### src/design/pll_pkg.sv
// Shared types for the pooled linked list engine: request and response words,
// request and status codes, sequencer states and the node memory command.
// No dependencies.
package pll_pkg;

  // request codes
  typedef enum logic [1:0] {
    REQ_INSERT = 2'd0,
    REQ_ERASE  = 2'd1,
    REQ_FIND   = 2'd2,
    REQ_NOP    = 2'd3
  } req_e;

  // response status codes
  typedef enum logic [1:0] {
    STS_OK         = 2'd0,
    STS_POOL_EMPTY = 2'd1,
    STS_NOT_FOUND  = 2'd2,
    STS_NO_ERASE   = 2'd3
  } status_e;

  // input word
  typedef struct packed {
    req_e               req_type;
    logic signed [31:0] item_value;
    logic [10:0]        prev_index;
    logic               prev_is_head;
  } pll_req_t;

  // output word
  typedef struct packed {
    status_e     status;
    logic [10:0] node_index;
    logic        found_at_head;
    logic [11:0] list_size;
  } pll_rsp_t;

  // sequencer states
  typedef enum logic [3:0] {
    S_IDLE,
    S_START,
    S_INS_PREV,
    S_INS_CHK,
    S_INS_NODE,
    S_INS_LINK,
    S_ERS_HEAD,
    S_ERS_PREV,
    S_ERS_PTR,
    S_ERS_FREE,
    S_FND_CMP,
    S_DONE
  } state_e;

  // write strobes toward the node memory
  typedef struct packed {
    logic link_we;
    logic value_we;
    logic member;
  } mem_cmd_t;

endpackage

### src/design/pll_ctrl.sv
// Sequencer of the pooled linked list engine: list pointers, node count and the
// per-request walk over the node memory. Depends on pll_pkg.
module pll_ctrl #(
  parameter int POOL_NODES = 2048,
  parameter int VALUE_BITS = 32,
  localparam int PTR_W = $clog2(POOL_NODES + 1),
  localparam int IDX_W = $clog2(POOL_NODES)
) (
  input  logic                  clk_i,
  input  logic                  rst_ni,
  input  logic                  in_valid_i,
  output logic                  in_stall_o,
  input  pll_pkg::pll_req_t     req_i,
  input  logic                  res_ready_i,
  output logic                  res_push_o,
  output pll_pkg::pll_rsp_t     res_o,
  output pll_pkg::mem_cmd_t     cmd_o,
  output logic [IDX_W-1:0]      wr_addr_o,
  output logic [PTR_W-1:0]      wr_link_o,
  output logic [VALUE_BITS-1:0] wr_value_o,
  output logic [IDX_W-1:0]      rd_addr_o,
  input  logic [PTR_W-1:0]      rd_link_i,
  input  logic                  rd_member_i,
  input  logic [VALUE_BITS-1:0] rd_value_i
);
  import pll_pkg::*;

  localparam logic [PTR_W-1:0] NIL = PTR_W'(POOL_NODES);

  state_e           state_q, state_d;
  pll_req_t         req_q, req_d;
  pll_rsp_t         res_q, res_d;
  logic [PTR_W-1:0] head_q, head_d;
  logic [PTR_W-1:0] free_q, free_d;
  logic [PTR_W-1:0] count_q, count_d;
  logic [PTR_W-1:0] lnk_q, lnk_d;
  logic [PTR_W-1:0] cur_q, cur_d;
  logic [PTR_W-1:0] pre_q, pre_d;
  logic [PTR_W-1:0] np_q, np_d;

  logic                  prev_ok;
  logic [IDX_W-1:0]      prev_addr;
  logic [VALUE_BITS-1:0] key;
  logic [PTR_W-1:0]      count_dec;

  assign prev_ok    = 32'(req_q.prev_index) < 32'(POOL_NODES);
  assign prev_addr  = IDX_W'(req_q.prev_index);
  assign key        = VALUE_BITS'(req_q.item_value);
  assign count_dec  = (count_q != '0) ? (count_q - PTR_W'(1)) : count_q;
  assign wr_value_o = key;

  // state and payload registers
  always_ff @(posedge clk_i or negedge rst_ni) begin
    if (!rst_ni) begin
      state_q <= S_IDLE;
      head_q  <= NIL;
      free_q  <= '0;
      count_q <= '0;
    end else begin
      state_q <= state_d;
      head_q  <= head_d;
      free_q  <= free_d;
      count_q <= count_d;
    end
  end

  always_ff @(posedge clk_i) begin
    req_q <= req_d;
    res_q <= res_d;
    lnk_q <= lnk_d;
    cur_q <= cur_d;
    pre_q <= pre_d;
    np_q  <= np_d;
  end

  // next state, memory accesses and result
  always_comb begin
    state_d    = state_q;
    req_d      = req_q;
    res_d      = res_q;
    head_d     = head_q;
    free_d     = free_q;
    count_d    = count_q;
    lnk_d      = lnk_q;
    cur_d      = cur_q;
    pre_d      = pre_q;
    np_d       = np_q;
    cmd_o      = '0;
    wr_addr_o  = '0;
    wr_link_o  = '0;
    rd_addr_o  = '0;
    res_push_o = 1'b0;
    unique case (state_q)
      S_IDLE: begin
        if (in_valid_i) begin
          req_d   = req_i;
          state_d = S_START;
        end
      end
      S_START: begin
        unique case (req_q.req_type)
          REQ_INSERT: begin
            if (free_q == NIL) begin
              res_d   = '{STS_POOL_EMPTY, 11'd0, 1'b0, 12'd0};
              state_d = S_DONE;
            end else if (!req_q.prev_is_head && !prev_ok) begin
              res_d   = '{STS_NOT_FOUND, 11'd0, 1'b0, 12'd0};
              state_d = S_DONE;
            end else begin
              rd_addr_o = IDX_W'(free_q);
              state_d   = S_INS_PREV;
            end
          end
          REQ_ERASE: begin
            if (head_q == NIL) begin
              res_d   = '{STS_NO_ERASE, 11'd0, 1'b0, 12'd0};
              state_d = S_DONE;
            end else if (req_q.prev_is_head) begin
              rd_addr_o = IDX_W'(head_q);
              state_d   = S_ERS_HEAD;
            end else if (!prev_ok) begin
              res_d   = '{STS_NOT_FOUND, 11'd0, 1'b0, 12'd0};
              state_d = S_DONE;
            end else begin
              rd_addr_o = prev_addr;
              state_d   = S_ERS_PREV;
            end
          end
          REQ_FIND: begin
            if (head_q == NIL) begin
              res_d   = '{STS_NOT_FOUND, 11'd0, 1'b0, 12'd0};
              state_d = S_DONE;
            end else begin
              rd_addr_o = IDX_W'(head_q);
              cur_d     = head_q;
              pre_d     = NIL;
              state_d   = S_FND_CMP;
            end
          end
          default: begin
            res_d   = '{STS_OK, 11'd0, 1'b0, 12'd0};
            state_d = S_DONE;
          end
        endcase
      end
      // free list successor arrives, fetch the predecessor if any
      S_INS_PREV: begin
        lnk_d = rd_link_i;
        if (req_q.prev_is_head) begin
          cur_d   = head_q;
          state_d = S_INS_NODE;
        end else begin
          rd_addr_o = prev_addr;
          state_d   = S_INS_CHK;
        end
      end
      S_INS_CHK: begin
        if (!rd_member_i) begin
          res_d   = '{STS_NOT_FOUND, 11'd0, 1'b0, 12'd0};
          state_d = S_DONE;
        end else begin
          cur_d   = rd_link_i;
          state_d = S_INS_NODE;
        end
      end
      // write the new node and pop it off the free list
      S_INS_NODE: begin
        cmd_o     = '{link_we: 1'b1, value_we: 1'b1, member: 1'b1};
        wr_addr_o = IDX_W'(free_q);
        wr_link_o = cur_q;
        np_d      = free_q;
        free_d    = lnk_q;
        count_d   = count_q + PTR_W'(1);
        if (req_q.prev_is_head) begin
          head_d  = free_q;
          res_d   = '{STS_OK, 11'(free_q), 1'b0, 12'd0};
          state_d = S_DONE;
        end else begin
          state_d = S_INS_LINK;
        end
      end
      S_INS_LINK: begin
        cmd_o     = '{link_we: 1'b1, value_we: 1'b0, member: 1'b1};
        wr_addr_o = prev_addr;
        wr_link_o = np_q;
        res_d     = '{STS_OK, 11'(np_q), 1'b0, 12'd0};
        state_d   = S_DONE;
      end
      // unlink the head and push it on the free list
      S_ERS_HEAD: begin
        cmd_o     = '{link_we: 1'b1, value_we: 1'b0, member: 1'b0};
        wr_addr_o = IDX_W'(head_q);
        wr_link_o = free_q;
        head_d    = rd_link_i;
        free_d    = head_q;
        count_d   = count_dec;
        res_d     = '{STS_OK, 11'(head_q), 1'b0, 12'd0};
        state_d   = S_DONE;
      end
      S_ERS_PREV: begin
        if (!rd_member_i) begin
          res_d   = '{STS_NOT_FOUND, 11'd0, 1'b0, 12'd0};
          state_d = S_DONE;
        end else if (rd_link_i == NIL) begin
          res_d   = '{STS_NO_ERASE, 11'd0, 1'b0, 12'd0};
          state_d = S_DONE;
        end else begin
          np_d      = rd_link_i;
          rd_addr_o = IDX_W'(rd_link_i);
          state_d   = S_ERS_PTR;
        end
      end
      // bridge the predecessor over the erased node
      S_ERS_PTR: begin
        cmd_o     = '{link_we: 1'b1, value_we: 1'b0, member: 1'b1};
        wr_addr_o = prev_addr;
        wr_link_o = rd_link_i;
        state_d   = S_ERS_FREE;
      end
      S_ERS_FREE: begin
        cmd_o     = '{link_we: 1'b1, value_we: 1'b0, member: 1'b0};
        wr_addr_o = IDX_W'(np_q);
        wr_link_o = free_q;
        free_d    = np_q;
        count_d   = count_dec;
        res_d     = '{STS_OK, 11'(np_q), 1'b0, 12'd0};
        state_d   = S_DONE;
      end
      // one node per cycle: compare, then follow the link
      S_FND_CMP: begin
        if (rd_value_i == key) begin
          if (pre_q == NIL) begin
            res_d = '{STS_OK, 11'd0, 1'b1, 12'd0};
          end else begin
            res_d = '{STS_OK, 11'(pre_q), 1'b0, 12'd0};
          end
          state_d = S_DONE;
        end else if (rd_link_i == NIL) begin
          res_d   = '{STS_NOT_FOUND, 11'd0, 1'b0, 12'd0};
          state_d = S_DONE;
        end else begin
          pre_d     = cur_q;
          cur_d     = rd_link_i;
          rd_addr_o = IDX_W'(rd_link_i);
        end
      end
      S_DONE: begin
        if (res_ready_i) begin
          res_push_o = 1'b1;
          state_d    = S_IDLE;
        end
      end
      default: begin
        state_d = S_IDLE;
      end
    endcase
  end

  assign in_stall_o = (state_q != S_IDLE);

  // list size is taken from the count after the request
  always_comb begin
    res_o           = res_q;
    res_o.list_size = 12'(count_q);
  end

  a_empty_head: assert property (@(posedge clk_i) disable iff (!rst_ni)
    (count_q == '0) == (head_q == NIL))
    else $error("head pointer and node count disagree");

  a_pool_full: assert property (@(posedge clk_i) disable iff (!rst_ni)
    (free_q == NIL) |-> (count_q == NIL))
    else $error("free list empty while pool not full");

  a_insert_count: assert property (@(posedge clk_i) disable iff (!rst_ni)
    (state_q == S_INS_NODE) |=> (count_q == $past(count_q) + PTR_W'(1)))
    else $error("insert did not grow the list");

endmodule

### config.mk
export PLATFORM = sky130hd
export DESIGN_NAME = pll_ctrl
export DESIGN_NICKNAME = d
export VERILOG_FILES = /design/src/design/pll_pkg.sv /design/src/design/pll_ctrl.sv
export SDC_FILE = /design/constraint.sdc
export NUM_CORES = 1
export LEC_CHECK = 0
export ABC_AREA = 1
export BUFFER_PORTS_ARGS = -buffer_cell sky130_fd_sc_hd__clkbuf_2
export CELL_PAD_IN_SITES_DETAIL_PLACEMENT = 0
export CELL_PAD_IN_SITES_GLOBAL_PLACEMENT = 1
export CORE_ASPECT_RATIO = 1.1
export CORE_MARGIN = 2
export CORE_UTILIZATION = 40
export DETAILED_ROUTE_END_ITERATION = 6
export PLACE_DENSITY_LB_ADDON = 0.1
export SYNTH_ARGS = -nofsm -noshare
export SYNTH_HDL_FRONTEND = slang
export SYNTH_SLANG_ARGS = --single-unit
### constraint.sdc
create_clock -name clk_i -period 4.1 [get_ports clk_i]
set_clock_uncertainty 0.05 [all_clocks]
set_input_delay 0.82 -clock clk_i [delete_from_list [all_inputs] [get_ports clk_i]]
set_output_delay 0.82 -clock clk_i [all_outputs]
set_load 0.05 [all_outputs]
; Word level (Yosys, flattened, before mapping)
; Index checks and enable logic that the tools add are counted.
[classes]
addsub = 2
n_mul = 0
div = 0
order_cmp = 0
eq_ne = 36
shift = 0
muxes = 61
bitwise_logic = 0
reduce_logical = 23
[ops]
columns = op, count
row1 = $mux W26, 9
row2 = $pmux W26 S7, 1
row3 = $mux W12, 13
row4 = $pmux W12 S2, 4
row5 = $pmux W12 S4, 2
row6 = $mux W11, 8
row7 = $pmux W11 S4, 2
row8 = $pmux W26 S3, 1
row9 = $eq A12 B12 Y1 const B, 4
row10 = $pmux W4 S10, 1
row11 = $pmux W12 S3, 1
row12 = $pmux W11 S3, 1
row13 = $eq A32 B32 Y1, 1
row14 = $mux W4, 8
row15 = $mux W24, 1
row16 = $ne A2 B2 Y1 const B, 12
row17 = $eq A4 B3 Y1 const B, 4
row18 = $eq A4 B4 Y1 const B, 4
row19 = $ne A3 B3 Y1 const B, 5
row20 = $add A12 B1 Y12 const B, 1
row21 = $pmux W4 S3, 1
row22 = $reduce_bool A12 Y1, 1
row23 = $sub A12 B1 Y12 const B, 1
row24 = $pmux W3 S3, 1
row25 = other kinds (21), 35
[word_totals]
reg_bits = 148
latch_bits = 0
ram_bits = 0
romBits = 0
inputBits = 95
out_inout_bits = 97
elab_cells = 137
memories = 0

; Logic depth before layout (Yosys ltp)
[depth]
word_depth = 4
depth_mapped = 13
depth_no_buf = 12

; Least setup slack after synthesis
; OpenSTA, ideal clock, no wires.
[synth_path]
path_kind = reg-to-reg
start = reg state_q[2]
end = reg req_q (netlist bit prev_addr[0]), enable pin
arrival_ns = 3.058
required_ns = 3.600
path_slack_ns = 0.542
path_stages_with_launch = 4
synth_period_minus_slack_ns = 3.558
path_cell_list = dfrtp_1 -> nor2_1 -> nand2_1 -> nor2_1
[synth_between]
elab_chain_len = 2
[synth_rtl]
columns = item, line
row1 = from (decl), pll_ctrl.sv:30  ; state_e state_q, state_d;
row2 = from (signal assigned), pll_ctrl.sv:60  ; state_q <= state_d;
row3 = $logic_not A4 Y1, pll_ctrl.sv:93  ; unique case (state_q)
row4 = $reduce_and A2 Y1 (no source line), n/a
row5 = to (signal assigned), pll_ctrl.sv:68  ; req_q <= req_d;
row6 = to (decl), pll_ctrl.sv:31  ; pll_req_t req_q, req_d;
; Every way passes these cells.
; A chain may end at the register's enable or synchronous reset.

; Final worst setup path
[layout_path]
start = reg state_q[0]
end = out wr_addr_o[6]
[layout_between]
elab_chain_len = 3
[layout_rtl]
columns = item, line
row1 = $eq A4 B4 Y1 / $eq A4 B3 Y1 (equally long branches), pll_ctrl.sv:93
row2 = $reduce_or A2 Y1 (no source line), n/a
row3 = $pmux W11 S4 *, pll_ctrl.sv:93
row4 = to (decl), pll_ctrl.sv:18  ; output logic [IDX_W-1:0] wr_addr_o,
; Mark *: on every way between the ends. The rest lies on a longest branch, timed or not.

==> results.md <==
* Post_cts resized at 0
* Largest family of logic cells by synthesized area: simple AND/OR/NAND/NOR gates
* Number of port buffers at 191
* Initial antenna violation count at 0
* Starting Density at 40.5%
* Final nets at 1329
* Pre-antenna DRT Iters at 5
* Clk_lat worst skew at 0.43 ns
* Root Buffer: clkbuf_16
* Die X-Extent at 144 um
* CP Capture Type: output port
* H-tree depth at 4
* Sequential area share after synthesis at 49.5%
* Min-Delay Path Class: in2async
* Clk slew on worst S/H paths at 0.07 ns
* Maxcap violations at 0
* Asr flop ratio synth at 27.0%
* Count leader, synth: nand2_1
* Comb power frac at 49.8%
* I/O pin cnt at 192
* Final Hold Viols at 0
* Critical path type: reg2out
* Grt ovf at 0
* Post-Synth Adder-Cell Area at 2.28%
* Startpoint type of the worst setup path: flop
* Max Root-Sink Buffers at 2
* Largest net degree at the start of global routing at 26
* Slew @ Worst Pin at 0.702 ns
* Final ANT Viol Nets at 0
* Syn_area_per_cell at 8.19 um2
* Synth top area share at 37.8%
* Via/cell ratio at 5.08
* Cell row count at 56
* Switching share of power at 50.0%
* Synth Flop Type: edfxtp_1
* Syn Nets at 1157
* Pwr Density at 830 mW/mm2
* Vias in the first global route at 7393
* Clk pwr share at 18.2%
* HPWL Detailed at 21.2 mm
* Die area at 0.0226 mm2
* Worst vdd ir at 0.385 mV
* LEAKAGE at 4.76 nW
* Share of power burned in registers at 32.0%
* Max-slew violations at 0
* Vias at 7736
* RSZ-0062 raised after global routing: no
* Worst setup margin at 0.426 ns
* Crit share post-route at 89.6%
* Post-synthesis compound-gate area fraction at 12.8%
* Max-Slew Margin vs Limit at 53.1%
* Mapped cell area at 0.00857 mm2
* Synth Register Bits at 148
* Internal power at 4.25 mW
* Share of cells above drive strength 1 at 22.1%
* GP Congestion at 0.912
* First-pass GRT wire length at 41.4 mm
* Area growth from synthesis to layout at 19.5%
* Synth top cells by count: nand2_1 (314), inv_1 (119), edfxtp_1 (108)
* Final setup fails at 0
* CP max FO at 10
* Area contributors post-synth: edfxtp_1 (38%), nand2_1 (14%), dfrtp_1 (11%), inv_1 (5.2%), o21ai_0 (4.5%)
* Post-layout minimum cycle time at 3.67 ns
* Crit path required time at 3.23 ns
* Synth cell types at 45
* Net Sw Power at 4.25 mW
* Run status: completed
* CTS Sinks at 148
* Dpl ws at 0.466 ns
* Total Routing Usage GR at 24.9%
* Post-synth EDFFs at 108
* CTS tree: built
* Leading area contributor after synthesis: edfxtp_1
* Post-Synth Simple-Gate Area at 23.1%
* Hold-fix buffers, CTS at 0
* Synthesized-area fraction occupied by xor and xnor cells at 2.23%
* Residual DRC at 0
* Core footprint at 0.0212 mm2
* Mapped Cells at 1047
* Fmax at 272 MHz
* Die Y at 158 um
* Initial DRC count at 532
* Crit path DAT at 2.80 ns
* # diodes at 0
* Setup_tns at 0 ns
* DRT Wirelength at 27.9 mm
* Yosys warns at 0
* Post-synthesis mux area share at 0%
* CTS Buf Count at 17
* Setup bufs post-CTS at 0
* Wire per inst at 18.3 um
[power by group through the flow]
stage,Combinational [mW],Clock (mW),Sequential (mW)
2_1_floorplan,2.71,0,3.04
3_3_place_gp,4.23,0,2.74
3_5_place_dp,4.24,0,2.75
4_1_cts,4.25,1.57,2.72
5_1_grt,4.61,1.64,2.78
6_report,4.23,1.55,2.72
[cell usage in the layout, fill, tap and decap left out, types with 4 or more instances in the layout]
cell        instances
nand2_1           314
clkbuf_2          191
inv_1             119
edfxtp_1          108
nor2_1             87
o21ai_0            77
nand3_1            46
a21oi_1            44
dfrtp_1            39
o211ai_1           21
buf_4              19
xnor2_1            17
clkbuf_16          17
o21ai_1            14
ha_1               14
inv_2              11
nor3_1             10
o2111ai_1           7
nor2_2              6
nand4_1             6
o22ai_1             5
a31oi_1             5
nor2_4              4
or2_2               4
clkinvlp_4          4
clkbuf_1            4
[flip-flops by register name, indices dropped and copies added, names as in the netlist, 4 cells and up]
register / cells
free_q: 12
wr_value_o: 32
np_q: 12
count_q: 12
lnk_q: 12
cur_q: 12
prev_addr: 11
res_o: 14
head_q: 12
state_q: 4
pre_q: 12
[kinds of logic (layout without fill, tap and decap cells)]
logic type	Yosys count	in the layout
AO/OA/AOI/OAI	189	189
XOR/XNOR	21	21
adder cells (fa/ha/maj)	15	15
buffers and inverters	189	374
flip-flops	148	148
AND/OR/NAND/NOR	485	485
[cell type report]
| type | instances | area (um2) |
|---|---|---|
| fill | 2186 | 10900 |
| timing repair buffer | 210 | 1100 |
| sequential | 148 | 4250 |
| inverter | 132 | 495 |
| multi-input combinational | 710 | 3470 |
| tap | 290 | 363 |
| clock inverter | 11 | 130 |
| clock buffer | 21 | 440 |
[worst max-delay path, cell delays in order, from the launching register on]
cell	delay [ns]
dfrtp_1	0.37
inv_1	0.09
nor2_1	0.21
nand2_1	0.28
inv_2	0.29
nor2_2	0.11
inv_2	0.29
nand2_1	0.19
o211ai_1	0.20
clkbuf_2	0.34
[worst paths after layout]
kind	startpoint	end	slack, ns	cells past startpoint
worst max-delay path	state_q[0]$_DFFE_PN0P_	wr_addr_o[6]	0.43	9
worst min-delay path	rst_ni	count_q[0]$_DFFE_PN0P_	0.27	1
worst max register to register	state_q[0]$_DFFE_PN0P_	count_q[7]$_DFFE_PN0P_	1.30	12
worst min register to register	lnk_q[1]$_DFFE_PP_	free_q[1]$_DFFE_PN0P_	0.48	2
max in group asynchronous	rst_ni	head_q[11]$_DFFE_PN1P_	2.90	2
min in group clk_i	lnk_q[1]$_DFFE_PP_	free_q[1]$_DFFE_PN0P_	0.48	2
[per-layer routing]
layer	routed length, um	track usage, %	vias to the layer above
met2	13500	42.4	307
met1	11900	31.6	3606
met3	1670	4.47	47
met4	828	9.43	0
met5	0	0	-
li1	-	-	3776
[per-stage QoR]
| stage | area [um2] | cells | total power [mW] | hold slack, ns | utilization (%) |
|---|---|---|---|---|---|
| final | 10200 | 1522 | 8.50 | 0.275 | 48.4 |
| after global routing | 10200 | 1522 | 9.03 | 0.303 | 48.4 |
| after CTS | 10200 | 1522 | 8.54 | 0.291 | 48.4 |
| after detailed placement | 9670 | 1490 | 6.98 | 0.466 | 45.7 |
| after global placement | 9670 | 1490 | 6.97 | 0.455 | 45.7 |
| after floorplan | 8570 | 1047 | 5.75 | 0.430 | - |
Note: power is estimated with default switching activity, not from simulation.
